$ cat src/rtl/see_pkg.sv
`timescale 1ns / 1ps
// Shared types and constants for the stack expression evaluator.
// No dependencies; used by see_ram and stack_expression_evaluator_top.
package see_pkg;

  localparam int STACK_DEPTH_DEF = 16;
  localparam int DATA_W          = 64;
  localparam int HALF_W          = DATA_W / 2;
  localparam int FUNC_W          = 3;
  localparam int DEPTH_W         = 5;
  localparam int STATUS_W        = 2;
  localparam int IN_TDATA_W      = DATA_W;
  localparam int OUT_TDATA_W     = ((DATA_W + DEPTH_W + 7) / 8) * 8;
  localparam int DIV_STEPS       = DATA_W;
  localparam int CNT_W           = $clog2(DIV_STEPS);

  typedef enum logic [FUNC_W-1:0] {
    FN_LOAD  = 3'd0,
    FN_ADD   = 3'd1,
    FN_SUB   = 3'd2,
    FN_MUL   = 3'd3,
    FN_DIV   = 3'd4,
    FN_CLEAR = 3'd5,
    FN_TAKE  = 3'd6
  } func_t;

  typedef enum logic [STATUS_W-1:0] {
    ST_OK        = 2'd0,
    ST_OVERFLOW  = 2'd1,
    ST_UNDERFLOW = 2'd2,
    ST_DIVZERO   = 2'd3
  } status_t;

endpackage

$ cat src/rtl/see_ram.sv
`timescale 1ns / 1ps
// Generic single-write, single-read RAM with a registered read port.
// Depends on see_pkg for default sizes.
module see_ram
  import see_pkg::*;
#(
  parameter int WIDTH = DATA_W,
  parameter int DEPTH = STACK_DEPTH_DEF
) (
  input  logic                     clk,
  input  logic                     we,
  input  logic [$clog2(DEPTH)-1:0] waddr,
  input  logic [WIDTH-1:0]         wdata,
  input  logic [$clog2(DEPTH)-1:0] raddr,
  output logic [WIDTH-1:0]         rdata
);

  logic [WIDTH-1:0] mem [DEPTH];

  always_ff @(posedge clk) begin
    if (we) begin
      mem[waddr] <= wdata;
    end
    rdata <= mem[raddr];
  end

endmodule

$ cat src/rtl/stack_expression_evaluator_top.sv
`timescale 1ns / 1ps
// Stack-machine integer ALU: command sequencer, shared multiplier, serial divider.
// Depends on see_pkg and see_ram (operand stack storage).
//
// Usage:
//   Input stream: s_tuser carries the command, s_tdata the 64-bit constant.
//   Output stream: one transfer per command with the top value, depth, status.
//   One command is in flight at a time; s_tready is high while the sequencer
//   waits for a command. The stack lives in a RAM with a registered read;
//   the top entry is fetched at the accepting edge, the second from S_RDA.
//   Load, clear, take and unused codes go from S_RDA to the output; add
//   and subtract compute in S_RDB; multiply forms three 32x32 partial
//   products on one multiplier; divide is a restoring divider, one
//   quotient bit a cycle.
//   Errors report status and leave the stack as it was.
//   Reset (rst, synchronous) empties the stack and drops any pending result;
//   RAM contents are not cleared, and no entry above the pointer is read.
//   When the receiver stalls, the result holds in the output register and
//   the next command may still be accepted and run until its own result
//   is ready; it then waits for the register to free up.
module stack_expression_evaluator_top
  import see_pkg::*;
#(
  parameter int STACK_DEPTH = STACK_DEPTH_DEF
) (
  input  logic                   clk,
  input  logic                   rst,
  input  logic                   s_tvalid,
  output logic                   s_tready,
  input  logic [IN_TDATA_W-1:0]  s_tdata,  // [63:0] operand_value
  input  logic [FUNC_W-1:0]      s_tuser,  // [2:0] func
  output logic                   m_tvalid,
  input  logic                   m_tready,
  output logic [OUT_TDATA_W-1:0] m_tdata,  // [63:0] top_value, [68:64] stack_depth
  output logic [STATUS_W-1:0]    m_tuser   // [1:0] status
);

  localparam int AW  = $clog2(STACK_DEPTH);
  localparam int SPW = $clog2(STACK_DEPTH + 1);
  localparam int PAD = OUT_TDATA_W - DATA_W - DEPTH_W;

  typedef enum logic [6:0] {
    S_IDLE = 7'b0000001,
    S_RDA  = 7'b0000010,
    S_RDB  = 7'b0000100,
    S_MUL  = 7'b0001000,
    S_DIV  = 7'b0010000,
    S_WB   = 7'b0100000,
    S_OUT  = 7'b1000000
  } state_t;

  state_t             state;
  logic [SPW-1:0]     sp;
  func_t              func_q;
  logic [DATA_W-1:0]  value_q;
  logic [DATA_W-1:0]  opa;
  logic [DATA_W-1:0]  opb;
  logic [DATA_W-1:0]  r;
  logic [DATA_W-1:0]  rem;
  logic [DATA_W-1:0]  prod;
  logic [CNT_W-1:0]   cnt;
  logic [DATA_W-1:0]  res_top;
  status_t            res_status;

  logic               ram_we;
  logic [AW-1:0]      ram_waddr;
  logic [DATA_W-1:0]  ram_wdata;
  logic [AW-1:0]      ram_raddr;
  logic [DATA_W-1:0]  ram_rdata;

  logic [HALF_W-1:0]  mul_x;
  logic [HALF_W-1:0]  mul_y;
  logic [DATA_W:0]    trial;
  logic [SPW-1:0]     sp_m1;
  logic [SPW-1:0]     sp_m2;
  logic               sp_full;
  logic               sp_empty;
  logic               out_free;
  logic [DATA_W-1:0]  cur_top;

  assign sp_m1    = sp - SPW'(1);
  assign sp_m2    = sp - SPW'(2);
  assign sp_full  = (sp == SPW'(STACK_DEPTH));
  assign sp_empty = (sp == '0);
  assign out_free = !m_tvalid || m_tready;
  assign s_tready = (state == S_IDLE);
  // rdata in S_RDA is the entry at sp-1, fetched at the accept edge
  assign cur_top  = sp_empty ? '0 : ram_rdata;

  // Top is fetched while idle, second entry from S_RDA. Every write lands
  // before the next command's fetch, so no forwarding path is needed.
  assign ram_raddr = (state == S_RDA) ? sp_m2[AW-1:0] : sp_m1[AW-1:0];

  always_comb begin
    ram_we    = 1'b0;
    ram_waddr = sp[AW-1:0];
    ram_wdata = value_q;
    if (state == S_RDA && func_q == FN_LOAD && !sp_full) begin
      ram_we = 1'b1;
    end else if (state == S_WB) begin
      ram_we    = 1'b1;
      ram_waddr = sp_m2[AW-1:0];
      ram_wdata = r;
    end
  end

  see_ram #(
    .WIDTH (DATA_W),
    .DEPTH (STACK_DEPTH)
  ) u_stack_ram (
    .clk   (clk),
    .we    (ram_we),
    .waddr (ram_waddr),
    .wdata (ram_wdata),
    .raddr (ram_raddr),
    .rdata (ram_rdata)
  );

  // partial products: step 0 aL*bL, step 1 aL*bH, step 2 aH*bL
  assign mul_x = (cnt[1:0] == 2'd2) ? opa[DATA_W-1:HALF_W] : opa[HALF_W-1:0];
  assign mul_y = (cnt[1:0] == 2'd1) ? opb[DATA_W-1:HALF_W] : opb[HALF_W-1:0];

  assign trial = {rem, r[DATA_W-1]} - {1'b0, opa};

  always_ff @(posedge clk) begin
    if (rst) begin
      state    <= S_IDLE;
      sp       <= '0;
      m_tvalid <= 1'b0;
    end else begin
      // S_OUT reloads the register itself when it is free
      if (m_tvalid && m_tready && state != S_OUT) begin
        m_tvalid <= 1'b0;
      end
      unique case (state)
        S_IDLE: begin
          if (s_tvalid) begin
            func_q  <= func_t'(s_tuser);
            value_q <= s_tdata;
            state   <= S_RDA;
          end
        end
        S_RDA: begin
          res_status <= ST_OK;
          res_top    <= cur_top;
          opa        <= ram_rdata;
          state      <= S_OUT;
          unique case (func_q)
            FN_LOAD: begin
              if (sp_full) begin
                res_status <= ST_OVERFLOW;
              end else begin
                sp      <= sp + SPW'(1);
                res_top <= value_q;
              end
            end
            FN_ADD, FN_SUB, FN_MUL, FN_DIV: begin
              if (sp < SPW'(2)) begin
                res_status <= ST_UNDERFLOW;
              end else begin
                state <= S_RDB;
              end
            end
            FN_CLEAR: begin
              sp      <= '0;
              res_top <= '0;
            end
            FN_TAKE: begin
              if (sp_empty) begin
                res_status <= ST_UNDERFLOW;
              end else begin
                sp <= sp_m1;
              end
            end
            default: begin
              // unused code: report current top and depth
            end
          endcase
        end
        S_RDB: begin
          opb <= ram_rdata;
          cnt <= '0;
          unique case (func_q)
            FN_ADD: begin
              r     <= ram_rdata + opa;
              state <= S_WB;
            end
            FN_SUB: begin
              r     <= ram_rdata - opa;
              state <= S_WB;
            end
            FN_MUL: begin
              state <= S_MUL;
            end
            default: begin
              if (opa == '0) begin
                res_status <= ST_DIVZERO;
                state      <= S_OUT;
              end else begin
                r     <= ram_rdata;
                rem   <= '0;
                state <= S_DIV;
              end
            end
          endcase
        end
        S_MUL: begin
          prod <= DATA_W'(mul_x) * DATA_W'(mul_y);
          cnt  <= cnt + CNT_W'(1);
          unique case (cnt[1:0])
            2'd0: begin
            end
            2'd1: begin
              r <= prod;
            end
            2'd2: begin
              r <= r + {prod[HALF_W-1:0], {HALF_W{1'b0}}};
            end
            default: begin
              r     <= r + {prod[HALF_W-1:0], {HALF_W{1'b0}}};
              state <= S_WB;
            end
          endcase
        end
        S_DIV: begin
          // restoring step: shift in next dividend bit, subtract if it fits
          if (!trial[DATA_W]) begin
            rem <= trial[DATA_W-1:0];
            r   <= {r[DATA_W-2:0], 1'b1};
          end else begin
            rem <= {rem[DATA_W-2:0], r[DATA_W-1]};
            r   <= {r[DATA_W-2:0], 1'b0};
          end
          cnt <= cnt + CNT_W'(1);
          if (cnt == CNT_W'(DIV_STEPS - 1)) begin
            state <= S_WB;
          end
        end
        S_WB: begin
          sp         <= sp_m1;
          res_top    <= r;
          res_status <= ST_OK;
          state      <= S_OUT;
        end
        S_OUT: begin
          // hold until the output register is free
          if (out_free) begin
            m_tvalid <= 1'b1;
            m_tdata  <= {{PAD{1'b0}}, DEPTH_W'(sp), res_top};
            m_tuser  <= res_status;
            state    <= S_IDLE;
          end
        end
        default: begin
          state <= S_IDLE;
        end
      endcase
    end
  end

  a_sp_bound: assert property (@(posedge clk) disable iff (rst)
    sp <= SPW'(STACK_DEPTH))
    else $error("stack pointer beyond depth");

  a_accept_fetch: assert property (@(posedge clk) disable iff (rst)
    (s_tvalid && s_tready) |=> (state == S_RDA))
    else $error("accepted command did not start a fetch");

  a_overflow_full: assert property (@(posedge clk) disable iff (rst)
    (m_tvalid && m_tuser == ST_OVERFLOW) |->
      (m_tdata[DATA_W +: DEPTH_W] == DEPTH_W'(STACK_DEPTH)))
    else $error("overflow reported on a stack that is not full");

  a_write_busy: assert property (@(posedge clk) disable iff (rst)
    ram_we |-> (state == S_RDA || state == S_WB))
    else $error("stack write outside a command");

endmodule
$ cat config.mk
export PLATFORM = sky130hd
export DESIGN_NAME = stack_expression_evaluator_top
export DESIGN_NICKNAME = d
export VERILOG_FILES = /design/src/rtl/see_pkg.sv /design/src/rtl/see_ram.sv /design/src/rtl/stack_expression_evaluator_top.sv
export SDC_FILE = /design/constraint.sdc
export NUM_CORES = 2
export LEC_CHECK = 0
export BUFFER_PORTS_ARGS = -buffer_cell sky130_fd_sc_hd__clkbuf_2
export CAP_MARGIN = 20
export CORE_MARGIN = 2
export CORE_UTILIZATION = 35
export DETAILED_ROUTE_END_ITERATION = 7
export GPL_ROUTABILITY_DRIVEN = 0
export PLACE_DENSITY = 0.5
export SETUP_SLACK_MARGIN = 0.2
export SLEW_MARGIN = 20
export SYNTH_ARGS = -nofsm -noshare
export SYNTH_HDL_FRONTEND = slang
export SYNTH_SLANG_ARGS = --single-unit
$ cat constraint.sdc
create_clock -name clk -period 21.5 [get_ports clk]
set_input_delay 3.225 -clock clk [delete_from_list [all_inputs] [get_ports clk]]
set_output_delay 3.225 -clock clk [all_outputs]
set_load 0.01 [all_outputs]
# After elaboration in Yosys (flattened, before gate mapping)
# Memories as Yosys holds them, arrays and structs flattened. A register that Yosys moved wholly into a read port is not among the register bits.
# Index checks and enable logic that the tools add are counted.
# op_classes
n_eq_ne	31
bitwise	1
mul	1
add_sub_neg	8
reduce_logical	33
mux	48
magnitude_cmp	1
# ops
op	n
2-to-1 mux 64 bit	8
case mux 64 bit (2 select lines)	4
case mux 64 bit (3 select lines)	2
adder 64 bit	2
subtractor 65 x 64 -> 65 bit	1
logical NOT 64 bit	1
multiplier 32 x 32 -> 64 bit	1
2-to-1 mux 32 bit	2
subtractor 64 bit	1
2-to-1 mux 7 bit	7
case mux 7 bit (7 select lines)	1
inequality test 2 bit (second input constant)	9
AND reduction 4 bit	4
case mux 5 bit (3 select lines)	1
case mux 7 bit (2 select lines)	1
2-to-1 mux 4 bit	3
case mux 2 bit (3 select lines)	2
case mux 6 bit (2 select lines)	1
2-to-1 mux 5 bit	2
case mux 5 bit (2 select lines)	1
AND reduction 2 bit	5
equality test 3 bit (second input constant)	3
2-to-1 mux 1 bit	9
2-to-1 mux 2 bit	4
other kinds (36)	48
# word_totals
input_bits	71
register_bits	543
mem_count	1
output_inout_bits	76
word_cells	139
mem_bits_rw	1024
# memory_table
memory	words	word_bits	rd	rd_clocked_by_memory_dff	write_ports	line_no	source
u_stack_ram.mem	16	64	1	1	1	see_ram.sv:18	logic [WIDTH-1:0] mem [DEPTH];

# Longest topological paths before layout
# logic_depth
depth_word	6
depth_mapped	35
depth_no_buf	31

# Modules after synthesis
# A second synthesis with hierarchy kept.
# hier_totals
hier_cells	8674
area_unflattened_um2	104675.4
# modules_own_cells
mod	seq_area_each_um2	area_each_um2	cells_per_inst	n_inst
stack_expression_evaluator_top	16175.5	65092.4	7027	1
see_ram	32030.7	39583.0	1647	1

# Worst setup path after synthesis
# Ideal clock, no wire load.
# synth_path
path_type	input to register
from	input port rst
to	register m_tdata[0] (enable)
setup_ns	0.602
arrival_ns	8.652
n_path_buf	1
stages	2
required_ns	20.898
setup_slack_ns	12.246
cell_sequence	clkbuf_1 > nor3b_1
# synth_between
elab_chain_cells	2
# synth_lines
element	line_no	source
start: declaration	stack_expression_evaluator_top.sv:27	input logic rst,
inverter 1 bit (no line)	n/a	
AND reduction 3 bit (no line)	n/a	
end signal: assignment	stack_expression_evaluator_top.sv:249	m_tdata <= {{PAD{1'b0}}, DEPTH_W'(sp), res_top};
end: declaration	stack_expression_evaluator_top.sv:34	output logic [OUT_TDATA_W-1:0] m_tdata,
# No other way between the ends.
# A chain may end at the register's enable or synchronous reset.

# Final worst setup path
# layout_path
from	register cnt[1]
to	register prod[58] (data pin)
# layout_between
elab_chain_cells	3
word_cells_on_any_way	5
cone_classes	1 x mul; 2 x eq/ne; 2 x mux
# layout_lines
element	line_no	source
start: declaration	stack_expression_evaluator_top.sv:61	logic [CNT_W-1:0] cnt;
start signal: assignment	stack_expression_evaluator_top.sv:209	cnt <= cnt + CNT_W'(1);
start signal: assignment	stack_expression_evaluator_top.sv:234	cnt <= cnt + CNT_W'(1);
equality test 2 bit or equality test 2 x 1 -> 1 bit (tied branches)	stack_expression_evaluator_top.sv:120, stack_expression_evaluator_top.sv:121	
2-to-1 mux 32 bit, on equally long branches	stack_expression_evaluator_top.sv:120, stack_expression_evaluator_top.sv:121	
multiplier 32 x 32 -> 64 bit *	stack_expression_evaluator_top.sv:208	prod <= DATA_W'(mul_x) * DATA_W'(mul_y);
end signal: assignment	stack_expression_evaluator_top.sv:208	
end: declaration	stack_expression_evaluator_top.sv:60	logic [DATA_W-1:0] prod;
# Every way passes the cells marked *; elsewhere a longest branch is shown, timed or not.

==> metrics.yaml <==
status: "completed"
cts_resized: 0
cts_root_buf: "clkbuf_16"
area_delta_synth_final_pct: 11.1
die-area_um2: 304000
crit_type: "flip-flop to flip-flop"
fin_nets: 10136
switching_share: 0.333
ir_drop_mv: 0.0685
synth_edf_count: 1554
die_width_um: 551
internal_power_uw: 6210
whs_path_depth: 0
numCtsBuffers: 175
worstPathArrival_ns: 11.75
cts_tree: "done"
clk_latency_ns: 0.85
ys_types: 90
initial_utilization: 0.353
rrSetupSlack_ns: 10.33
grt_antenna_before_repair: 15
drive_above_1_share: 0.115
grt_usage: 0.232
drc: 0
yosys_most_used_dff: "edfxtp_1"
slew_headroom: 0.260
core_area_um2: 297000
pwr-share-seq: 0.393
crit_fanout: 36
die_y_um: 551
p_sw_uw: 3100
ios: 147
syn_inst: 8627
clkTransAtPathRegs_ns: 0.07
critPathSlowestCell: "mux2i_4"
worstHoldEndpoint: "m_tdata[50]$_DFFE_PP_"
fin_worst_skew_ns: 0.0854
yosysWarnings: 0
ant_nets: 0
drt-initial-drc-count: 6711
setup_violations: 0
comb_power_share: 0.292
power_density_nw_per_um2: 79.9
grt_max_degree: 124
tightest_slew_ns: 1.09
path_common_cell: "fa_1"
fmax_mhz: 89.6
synth-seq-cells: 1631
avgSynthCellArea_um2: 12.1
grt_pass1_wl_mm: 510
port_buffers: 143
wl_per_cell_um: 27.7
fillers: 28449
slew_viol_final: 0
crit_path_end_kind: "flip-flop"
pre_cts_ws_ns: 10.46
ys_seq_area_frac: 0.460
hold_ws_ns: 0.415
rr_startpoint: "cnt[1]$_SDFFCE_PP0P_"
hold_viol_final: 0
wl_mm: 355
viasPerCell: 5.49
fin_ws_ns: 10.33
period_needed_ns: 11.17
total_leakage_power_uw: 0.0453
final_common_cell: "edfxtp_1"
grt_pass1_vias: 71442
critPathLaunchType: "flip-flop"
period_share: 0.519
drt_pre_antenna_iters: 7
hp-start: "res_top[50]$_DFFE_PP_"
layout_common_cells: "edfxtp_1, inv_1, fa_1"
place_hpwl_mm: 254
synth.cell_area_um2: 105000
max_stage_delay_ns: 0.98
holdBufCountCts: 0
post_cts_buffers: 0
clkSinkCount: 1631
num_vias: 70378
clock_power_share: 0.315
reg2reg_depth: 28
fin_setup_tns_ns: 0
maxCapViolations: 0
grt_setup_unrepaired: "false"
timing.rr.end: "prod[58]$_DFFE_PP_"
htreeDepth: 4
ys_async_sr_fraction: 0
gr-total-overflow: 0
cp.required_ns: 22.09
fp-row-count: 200
cts_max_path_buffers: 4
hold_class: "flip-flop to flip-flop"
-- routing by layer --
| metal | vias to the layer above | wire length [um] | GRT usage |
|---|---|---|---|
| met4 | 4 | 17600 | 0.0978 |
| met5 | - | 27 | 0 |
| li1 | 30165 | - | - |
| met3 | 616 | 28100 | 0.0394 |
| met1 | 36650 | 148000 | 0.317 |
| met2 | 2943 | 161000 | 0.366 |
-- worst max-delay path: cells and delay by family (launching register included) --
kind | cells | cell delay (ns)
xor+xnor | 1 | 0.17
mux | 1 | 0.98
flops | 1 | 0.47
compound gates | 5 | 1.26
fa+ha+maj | 10 | 4.94
buf+inv | 5 | 1.39
simple gates | 6 | 1.55
-- final cells by class --
cell class	count	area [um^2]	share of cell area
antenna	5	12.5	0.000107
clock buffer	233	4790	0.0411
clock inverter	81	658	0.00565
inverter	1008	3780	0.0325
multi-input combinational	5560	51700	0.444
sequential	1631	48200	0.414
tap	3939	4930	0.0423
timing repair buffer	358	2390	0.0205
-- power by group through the flow --
stage	clock (uW)	combinational, uW	sequential [uW]
2_1_floorplan	0	1690	3690
3_3_place_gp	0	2660	3720
3_5_place_dp	0	2630	3720
4_1_cts	2990	2680	3660
5_1_grt	3100	2950	3660
6_report	2930	2720	3660
-- cell families (layout without fill, tap and decap cells) --
logic type	count (synthesis)	after routing	share of synthesized area
XOR/XNOR	270	270	0.0226
AND/OR/NAND/NOR	2190	2190	0.0885
flip-flops	1631	1631	0.460
AO/OA/AOI/OAI	1325	1325	0.0803
adder cells (fa/ha/maj)	1331	1331	0.223
buffers and inverters	1438	1680	0.0522
multiplexers	441	441	0.0731
other	1	8	0.0000358
-- per-stage QoR --
step                utilization  total power [uW]  instance area [um^2]  instances
global placement          0.373              6380                111000      12494
detailed placement        0.373              6350                111000      12494
floorplan                     -              5380                105000       8629
CTS                       0.392              9320                116000      12808
global route              0.392              9710                116000      12811
finish                    0.392              9310                116000      12815
-- worst max path at each step --
stage	startpoint	to	slack, ns	cells past startpoint
after floorplan	rst	m_tdata[0]$_DFFE_PP_	12.25	2
after global placement	cnt[1]$_SDFFCE_PP0P_	prod[58]$_DFFE_PP_	10.59	30
after detailed placement	cnt[1]$_SDFFCE_PP0P_	prod[58]$_DFFE_PP_	10.46	28
after CTS	cnt[1]$_SDFFCE_PP0P_	prod[58]$_DFFE_PP_	10.42	28
after global routing	cnt[1]$_SDFFCE_PP0P_	prod[58]$_DFFE_PP_	9.83	28
final	cnt[1]$_SDFFCE_PP0P_	prod[58]$_DFFE_PP_	10.33	28
-- cells in the mapped netlist, types with 13 or more instances --
cell type | number | area share
edfxtp_1 | 1554 | 0.45
inv_1 | 1008 | 0.036
fa_1 | 899 | 0.17
nor2_1 | 896 | 0.032
nand2_1 | 860 | 0.031
ha_1 | 432 | 0.052
a21oi_1 | 380 | 0.018
clkbuf_1 | 358 | 0.013
o21ai_0 | 298 | 0.014
mux4_2 | 256 | 0.055
xnor2_1 | 183 | 0.015
mux2i_1 | 149 | 0.014
nor2b_1 | 104 | 0.0062
a21o_1 | 96 | 0.0069
a22oi_1 | 92 | 0.0066
a211oi_1 | 88 | 0.0063
xor2_1 | 86 | 0.0072
dfxtp_1 | 77 | 0.015
nand3_1 | 69 | 0.0033
nand4_1 | 55 | 0.0033
o21a_1 | 53 | 0.0038
nor3_1 | 45 | 0.0021
o21bai_1 | 43 | 0.0031
a31oi_1 | 42 | 0.0025
buf_2 | 38 | 0.0018
mux2_2 | 35 | 0.0038
a222oi_1 | 34 | 0.0032
nand2b_1 | 33 | 0.0020
buf_1 | 27 | 0.00097
o21ai_1 | 25 | 0.0012
and3_1 | 24 | 0.0014
o211ai_1 | 24 | 0.0017
o31ai_1 | 22 | 0.0016
and2_1 | 19 | 0.0011
or3_1 | 15 | 0.00090
o221ai_1 | 14 | 0.0012
nor4_1 | 13 | 0.00078
or2_2 | 13 | 0.00078
-- sequential cells by signal, summed over array words and instances, names as in the netlist, 64 cells and up --
name / flops
u_stack_ram.mem: 1024
opa: 64
rem: 64
prod: 64
res_top: 64
m_tdata: 69
opb: 64
r: 64
u_stack_ram.rdata: 64
value_q: 64
No activity file was read; power rests on OpenSTA's default activity.
